--- config.mk ---
export PLATFORM = sky130hd
export DESIGN_NAME = wildcard_pattern_matcher_core
export DESIGN_NICKNAME = d
export VERILOG_FILES = /design/src/rtl/wpm_pkg.sv /design/src/rtl/wpm_cell.sv /design/src/rtl/wildcard_pattern_matcher_core.sv
export SDC_FILE = /design/constraint.sdc
export NUM_CORES = 2
export LEC_CHECK = 0
export BUFFER_PORTS_ARGS = -buffer_cell sky130_fd_sc_hd__buf_2
export CAP_MARGIN = 20
export CORE_AREA = 2 2 266 530
export DETAILED_ROUTE_END_ITERATION = 10
export DIE_AREA = 0 0 268 532
export GPL_TIMING_DRIVEN = 1
export PLACE_DENSITY = 0.47
export SLEW_MARGIN = 5
export SYNTH_ARGS = -nofsm -noshare
export SYNTH_HDL_FRONTEND = slang
export SYNTH_SLANG_ARGS = --single-unit
--- constraint.sdc ---
create_clock -name clk -period 5.8 [get_ports clk]
set_input_delay 0.87 -clock clk [delete_from_list [all_inputs] [get_ports clk]]
set_output_delay 0.87 -clock clk [all_outputs]
set_load 0.005 [all_outputs]
--- src/rtl/wpm_pkg.sv ---
// Package for the wildcard pattern matcher: item structs, operation codes,
// the token passed between cells and the wildcard symbol constants.
// No dependencies.
package wpm_pkg;

  localparam logic [7:0] SYM_ANY_ONE = 8'd63;
  localparam logic [7:0] SYM_ANY_RUN = 8'd42;

  localparam logic CMD_PATTERN = 1'b0;
  localparam logic CMD_TEXT    = 1'b1;

  typedef enum logic [1:0] {
    MODE_HOLD   = 2'd0,
    MODE_APPEND = 2'd1,
    MODE_TEXT   = 2'd2
  } mode_t;

  typedef struct packed {
    logic       command;
    logic [7:0] symbol;
    logic       first;
  } in_item_t;

  typedef struct packed {
    logic matched;
    logic overflow;
  } out_item_t;

  typedef struct packed {
    mode_t      mode;
    logic [7:0] symbol;
    logic       rebuild;
  } op_t;

  typedef struct packed {
    logic vld;
    logic old_prev;
    logic new_prev;
    logic res;
  } tok_t;

endpackage

--- src/rtl/wpm_cell.sv ---
// One cell of the matcher row: holds one pattern character and one match bit.
// Depends on wpm_pkg for op_t, tok_t and the wildcard symbols.
// Updates when the token from its left neighbor arrives and passes it right.
module wpm_cell #(
  parameter int PATTERN_MAX = 64,
  parameter int K           = 0,
  localparam int LW         = $clog2(PATTERN_MAX + 1)
) (
  input  logic          clk,
  input  logic          rst_n,
  input  wpm_pkg::op_t  op,
  input  logic [LW-1:0] wr_idx,
  input  logic [LW-1:0] len,
  input  wpm_pkg::tok_t tok_in,
  output wpm_pkg::tok_t tok_out
);

  logic [7:0]    char_r;
  logic          match_r;
  wpm_pkg::tok_t tok_r;
  logic          is_wr;
  logic          in_use;
  logic [7:0]    ch;
  logic          star;
  logic          any;
  logic          old_here;
  logic          match_nxt;
  wpm_pkg::tok_t tok_nxt;

  assign is_wr  = (op.mode == wpm_pkg::MODE_APPEND) && (wr_idx == LW'(K));
  assign in_use = LW'(K) < len;
  assign ch     = is_wr ? op.symbol : char_r;
  assign star   = ch == wpm_pkg::SYM_ANY_RUN;
  assign any    = ch == wpm_pkg::SYM_ANY_ONE;

  always_comb begin
    old_here  = match_r;
    match_nxt = match_r;
    case (op.mode)
      wpm_pkg::MODE_APPEND: begin
        match_nxt = in_use & tok_in.new_prev & star;
      end
      wpm_pkg::MODE_TEXT: begin
        if (op.rebuild) begin
          old_here = in_use & tok_in.old_prev & star;
        end
        match_nxt = in_use & (((any | star | (ch == op.symbol)) & tok_in.old_prev) |
                              (star & (old_here | tok_in.new_prev)));
      end
      default: begin
        match_nxt = match_r;
      end
    endcase
    tok_nxt.vld      = tok_in.vld;
    tok_nxt.old_prev = old_here;
    tok_nxt.new_prev = match_nxt;
    tok_nxt.res      = (len == LW'(K + 1)) ? match_nxt : tok_in.res;
  end

  always_ff @(posedge clk) begin
    if (!rst_n) begin
      match_r   <= 1'b0;
      tok_r.vld <= 1'b0;
    end else begin
      tok_r.vld <= tok_nxt.vld;
      if (tok_in.vld) begin
        match_r <= match_nxt;
      end
    end
  end

  always_ff @(posedge clk) begin
    if (tok_in.vld) begin
      tok_r.old_prev <= tok_nxt.old_prev;
      tok_r.new_prev <= tok_nxt.new_prev;
      tok_r.res      <= tok_nxt.res;
      if (is_wr) begin
        char_r <= op.symbol;
      end
    end
  end

  assign tok_out = tok_r;

endmodule

--- src/rtl/wildcard_pattern_matcher_core.sv ---
// Wildcard pattern matcher top level: decodes items, drives the cell row,
// and buffers results. Depends on wpm_pkg and wpm_cell.
//
// Usage: in_item carries command (0 append pattern character, 1 text
// character), symbol and first. Each accepted item yields exactly one out_item
// with matched (whole pattern matches whole text so far) and overflow (pattern
// character dropped because PATTERN_MAX characters are already stored).
// An item is taken when in_valid is high and in_stall is low; a result is
// taken when out_valid is high and out_stall is low.
// Each item sends one token down the row of PATTERN_MAX cells, one cell per
// cycle, and the block takes no new item until that token has left the row:
// in_stall stays high while a token is in the row.
// A result waiting under out_stall does not block the next item: a second
// result slot holds the following result, and in_stall also stays high while
// that slot is full.
// Reset (rst_n low, synchronous) empties the pattern, sets the column to the
// empty-text state and drops any pending results.
module wildcard_pattern_matcher_core #(
  parameter int PATTERN_MAX = 64
) (
  input  logic                 clk,
  input  logic                 rst_n,
  input  logic                 in_valid,
  output logic                 in_stall,
  input  wpm_pkg::in_item_t    in_item,
  output logic                 out_valid,
  input  logic                 out_stall,
  output wpm_pkg::out_item_t   out_item
);

  localparam int LW = $clog2(PATTERN_MAX + 1);

  logic               busy_r;
  logic [LW-1:0]      len_r;
  logic               m0_r;
  wpm_pkg::op_t       op_r;
  logic [LW-1:0]      wr_idx_r;
  logic               dropped_r;
  wpm_pkg::tok_t      start_tok_r;
  logic               out_valid_r;
  wpm_pkg::out_item_t out_item_r;
  logic               pend_vld_r;
  wpm_pkg::out_item_t pend_item_r;

  wpm_pkg::tok_t      tok [PATTERN_MAX+1];

  logic               in_acc;
  logic               out_acc;
  logic [LW-1:0]      len_eff;
  logic [LW-1:0]      len_nxt;
  wpm_pkg::op_t       op_nxt;
  logic               dropped_nxt;
  logic               old0;
  logic               new0;
  wpm_pkg::out_item_t res_item;
  logic               wave_end;

  assign in_acc   = in_valid && !in_stall;
  assign out_acc  = out_valid_r && !out_stall;
  assign in_stall = busy_r || pend_vld_r;
  assign wave_end = tok[PATTERN_MAX].vld;

  always_comb begin
    len_eff        = in_item.first ? '0 : len_r;
    len_nxt        = len_r;
    dropped_nxt    = 1'b0;
    op_nxt.symbol  = in_item.symbol;
    op_nxt.rebuild = in_item.first;
    op_nxt.mode    = wpm_pkg::MODE_TEXT;
    old0           = in_item.first ? 1'b1 : m0_r;
    new0           = 1'b0;
    if (in_item.command == wpm_pkg::CMD_PATTERN) begin
      old0 = m0_r;
      if (len_eff < LW'(PATTERN_MAX)) begin
        op_nxt.mode = wpm_pkg::MODE_APPEND;
        len_nxt     = len_eff + LW'(1);
        new0        = 1'b1;
      end else begin
        op_nxt.mode = wpm_pkg::MODE_HOLD;
        dropped_nxt = 1'b1;
        new0        = m0_r;
      end
    end
  end

  always_ff @(posedge clk) begin
    if (!rst_n) begin
      busy_r          <= 1'b0;
      len_r           <= '0;
      m0_r            <= 1'b1;
      start_tok_r.vld <= 1'b0;
    end else begin
      start_tok_r.vld <= in_acc;
      if (in_acc) begin
        busy_r <= 1'b1;
        len_r  <= len_nxt;
        m0_r   <= new0;
      end else if (wave_end) begin
        busy_r <= 1'b0;
      end
    end
  end

  always_ff @(posedge clk) begin
    if (in_acc) begin
      op_r                 <= op_nxt;
      wr_idx_r             <= len_eff;
      dropped_r            <= dropped_nxt;
      start_tok_r.old_prev <= old0;
      start_tok_r.new_prev <= new0;
      start_tok_r.res      <= (len_nxt == '0) ? new0 : 1'b0;
    end
  end

  assign tok[0] = start_tok_r;

  for (genvar k = 0; k < PATTERN_MAX; k++) begin : g_cell
    wpm_cell #(
      .PATTERN_MAX (PATTERN_MAX),
      .K           (k)
    ) u_cell (
      .clk     (clk),
      .rst_n   (rst_n),
      .op      (op_r),
      .wr_idx  (wr_idx_r),
      .len     (len_r),
      .tok_in  (tok[k]),
      .tok_out (tok[k+1])
    );
  end

  assign res_item.matched  = tok[PATTERN_MAX].res;
  assign res_item.overflow = dropped_r;

  always_ff @(posedge clk) begin
    if (!rst_n) begin
      out_valid_r <= 1'b0;
      pend_vld_r  <= 1'b0;
    end else begin
      if (wave_end && out_valid_r && out_stall) begin
        pend_vld_r <= 1'b1;
      end else if (out_acc) begin
        out_valid_r <= wave_end || pend_vld_r;
        pend_vld_r  <= 1'b0;
      end else if (wave_end) begin
        out_valid_r <= 1'b1;
      end
    end
  end

  always_ff @(posedge clk) begin
    if (wave_end && out_valid_r && out_stall) begin
      pend_item_r <= res_item;
    end else if (out_acc && pend_vld_r) begin
      out_item_r <= pend_item_r;
    end else if (wave_end && (!out_valid_r || !out_stall)) begin
      out_item_r <= res_item;
    end
  end

  assign out_valid = out_valid_r;
  assign out_item  = out_item_r;

  a_accept_busy: assert property (@(posedge clk) disable iff (!rst_n)
    in_acc |=> busy_r)
    else $error("item accepted but row not busy");

  a_wave_in_busy: assert property (@(posedge clk) disable iff (!rst_n)
    wave_end |-> busy_r)
    else $error("token left row while idle");

  a_pend_needs_out: assert property (@(posedge clk) disable iff (!rst_n)
    pend_vld_r |-> out_valid_r)
    else $error("pending result without output result");

  a_len_bound: assert property (@(posedge clk) disable iff (!rst_n)
    len_r <= LW'(PATTERN_MAX))
    else $error("pattern length beyond capacity");

  a_no_wave_pend: assert property (@(posedge clk) disable iff (!rst_n)
    pend_vld_r |-> !busy_r)
    else $error("row busy while pending slot full");

endmodule
==> impl_metrics.tcl <==
set metrics [dict create \
    status "complete, no violations" \
    ctsHoldBuffers 0 \
    dp_hpwl_um 124500 \
    syn-num-nets 4399 \
    final.min_clock_period_ns 4.196 \
    place_ws_ns 1.756 \
    clockRootBuffer "clkbuf_16" \
    drc_errors 0 \
    initial_core_util_pct 34.74 \
    ctsResizeCount 0 \
    worstSetupPathType "reg2reg" \
    dr.pass1.iters 6 \
    fp.dieW_um 268 \
    cts_tree "built" \
    rrSetupSlack_ns 1.60 \
    synthTopCellsByArea "edfxtp_1, mux2_2, dfxtp_1, xnor2_1, xor2_1" \
    r2r-end "g_cell[23].u_cell.tok_out[0]$_DFFE_PP_" \
    synth_seq_cells 868 \
    rsz0062_at_grt "false" \
    clk_pin_slew_ns 0.07 \
    ff_latch_area_um2 24660 \
    whs_path_depth 1 \
    yosys.area.top_type "edfxtp_1" \
    syn_to_final_growth_pct 10.17 \
    nNetsFinal 4300 \
    place.port_buffers 17 \
    synthFlopType "edfxtp_1" \
    hold_end "op_r[1]$_DFFE_PP_" \
    ant_nets 0 \
    multiInputGateArea_um2 22100 \
    coreArea_um2 138400 \
    reg2reg_depth 6 \
    grt_pass1_vias 36487 \
    clockBufferDepth 3 \
    crit_arrival_ns 4.65 \
    hold_start "in_item[1]" \
    rows 193 \
    grt_pass1_wl_um 258500 \
    cts_sinks 868 \
    post-cts-setup-buffers 0 \
    ir_drop_mv 0.2815 \
    slew-limit-headroom_pct 15.47 \
    clock_latency_ns 0.72 \
    syn_area_um2 48070 \
    hold_violations 0 \
    ios 18 \
    worstPathRequired_ns 6.25 \
    leakagePower_nw 17.08 \
    yosysTopAreaCellShare_pct 45.48 \
    ys_types 93 \
    syn_area_per_cell_um2 10.97 \
    gp_congestion 0.9355 \
    holdWs_ns 0.3713 \
    drive_gt1_share_pct 17.77 \
    grt_use_total_pct 25.00 \
    synthCells 4382 \
    setup_violations 0 \
    die_area_um2 142600 \
    routed_wl_um 180600 \
    path_max_fanout 27 \
    grt_max_degree 88 \
    async_flop_share_pct 0 \
    gr-total-overflow 0 \
    fmax_ghz 0.2383 \
    synth_edf_count 728 \
    clock_skew_ns 0.03330 \
    vias 36140 \
    start_kind "flop" \
    drt_iter0_drc 2841 \
    finalSetupTns_ns 0 \
    slew_viol_final 0 \
    min_path_type "in2reg" \
    fill_cells 13540 \
    rr_startpoint "wr_idx_r[0]$_DFFE_PP_" \
    power_density_nw_per_um2 255.5 \
    setup_slack_ns 1.604 \
    maxCapViolCount 0 \
    tightest_slew_ns 1.263 \
    crit_path_end_kind "flop" \
    h-tree-depth 3 \
    dieHeight_um 532 \
    ys_seq_area_share_pct 51.31 \
    antenna_found_initial 6 \
    vias_per_cell 5.822 \
    yosysMostFrequentCell "edfxtp_1" \
    numCtsBuffers 85 \
    synth_common_cells "edfxtp_1, nand2_1, mux2_2" \
    fin_crit_sh_pct 72.34 \
    yosysWarningCount 0 \
    drt-wirelength-per-cell_um 29.09 \
]
kinds of logic after synthesis:
logic type               count (synthesis)  share of synthesized area [%]
AO/OA/AOI/OAI                          690                          9.539
AND/OR/NAND/NOR                       1479                          15.54
flip-flops                             868                          51.31
buffers and inverters                  351                          3.004
XOR/XNOR                               505                          9.201
adder cells (fa/ha/maj)                  3                        0.07809
multiplexers                           486                          11.33
routing by layer:
metal  GRT usage (%)  vias up  share of wire (%)
li1                -    16082                  -
met5               0        -              0.014
met4           16.77        4                7.7
met1           26.21    18259                 35
met3           3.658      492                5.4
met2           45.60     1303                 52
layout by cell type, fill, tap and decap left out, types with 87 or more instances in the layout:
master    instances
dfxtp_1         140
a21oi_1         122
nor2_1          258
nor4_1           87
xor2_1          236
nand4_1         108
mux2_2          464
o21ai_0         200
xnor2_1         269
nand2_1         532
edfxtp_1        728
nand3_1          96
critical path, stage by stage (launching register included):
cell	delay, ns
edfxtp_1	0.86
nand4b_1	0.98
nor2_1	1.08
mux2i_1	0.33
a211oi_1	0.09
o31a_1	0.32
mux2_2	0.26
area by class of cell:
class / instances / area share [%]
antenna: 1 / 0.004725
sequential: 868 / 46.57
tap: 1852 / 4.375
multi-input combinational: 3163 / 41.73
clock inverter: 36 / 0.7040
timing repair buffer: 106 / 1.590
clock buffer: 123 / 4.609
inverter: 59 / 0.4205
sequential cells by signal, indices dropped and copies added (netlist names), 2 cells and up:
signal,flops
start_tok_r,4
g_cell.u_cell.tok_out,254
op_r,11
g_cell.u_cell.char_r,512
len_r,7
g_cell.u_cell.match_r,64
out_item,2
pend_item_r,2
wr_idx_r,7
through the flow:
step                cells  power [mW]  utilization [%]  cell area (um^2)
floorplan            4382       7.378                -             48070
global placement     6045       7.806            36.22             50110
detailed placement   6047       7.809            36.23             50130
CTS                  6206       13.65            38.27             52950
global route         6208       13.89            38.28             52960
finish               6208       13.53            38.28             52960
worst max-delay path by stage:
stage / slack (ns) / from / to
after floorplan: 3.10 / in_item[0] / start_tok_r[0]$_SDFFCE_PP0P_
after global placement: 1.69 / wr_idx_r[0]$_DFFE_PP_ / g_cell[16].u_cell.tok_out[0]$_DFFE_PP_
after detailed placement: 1.76 / wr_idx_r[2]$_DFFE_PP_ / g_cell[23].u_cell.tok_out[0]$_DFFE_PP_
after CTS: 1.71 / wr_idx_r[1]$_DFFE_PP_ / g_cell[23].u_cell.tok_out[0]$_DFFE_PP_
after global routing: 1.35 / wr_idx_r[1]$_DFFE_PP_ / g_cell[23].u_cell.tok_out[0]$_DFFE_PP_
final: 1.60 / wr_idx_r[0]$_DFFE_PP_ / g_cell[23].u_cell.tok_out[0]$_DFFE_PP_
where the power goes:
part	internal [mW]	leakage, nW	switching (mW)	total [mW]
registers	6.69	7.69	0.0419	6.73
clock network	3.21	1.40	2.64	5.85
logic	0.240	7.99	0.707	0.947
total	10.1	17.1	3.39	13.5
Power figures use the tool's default switching activity.
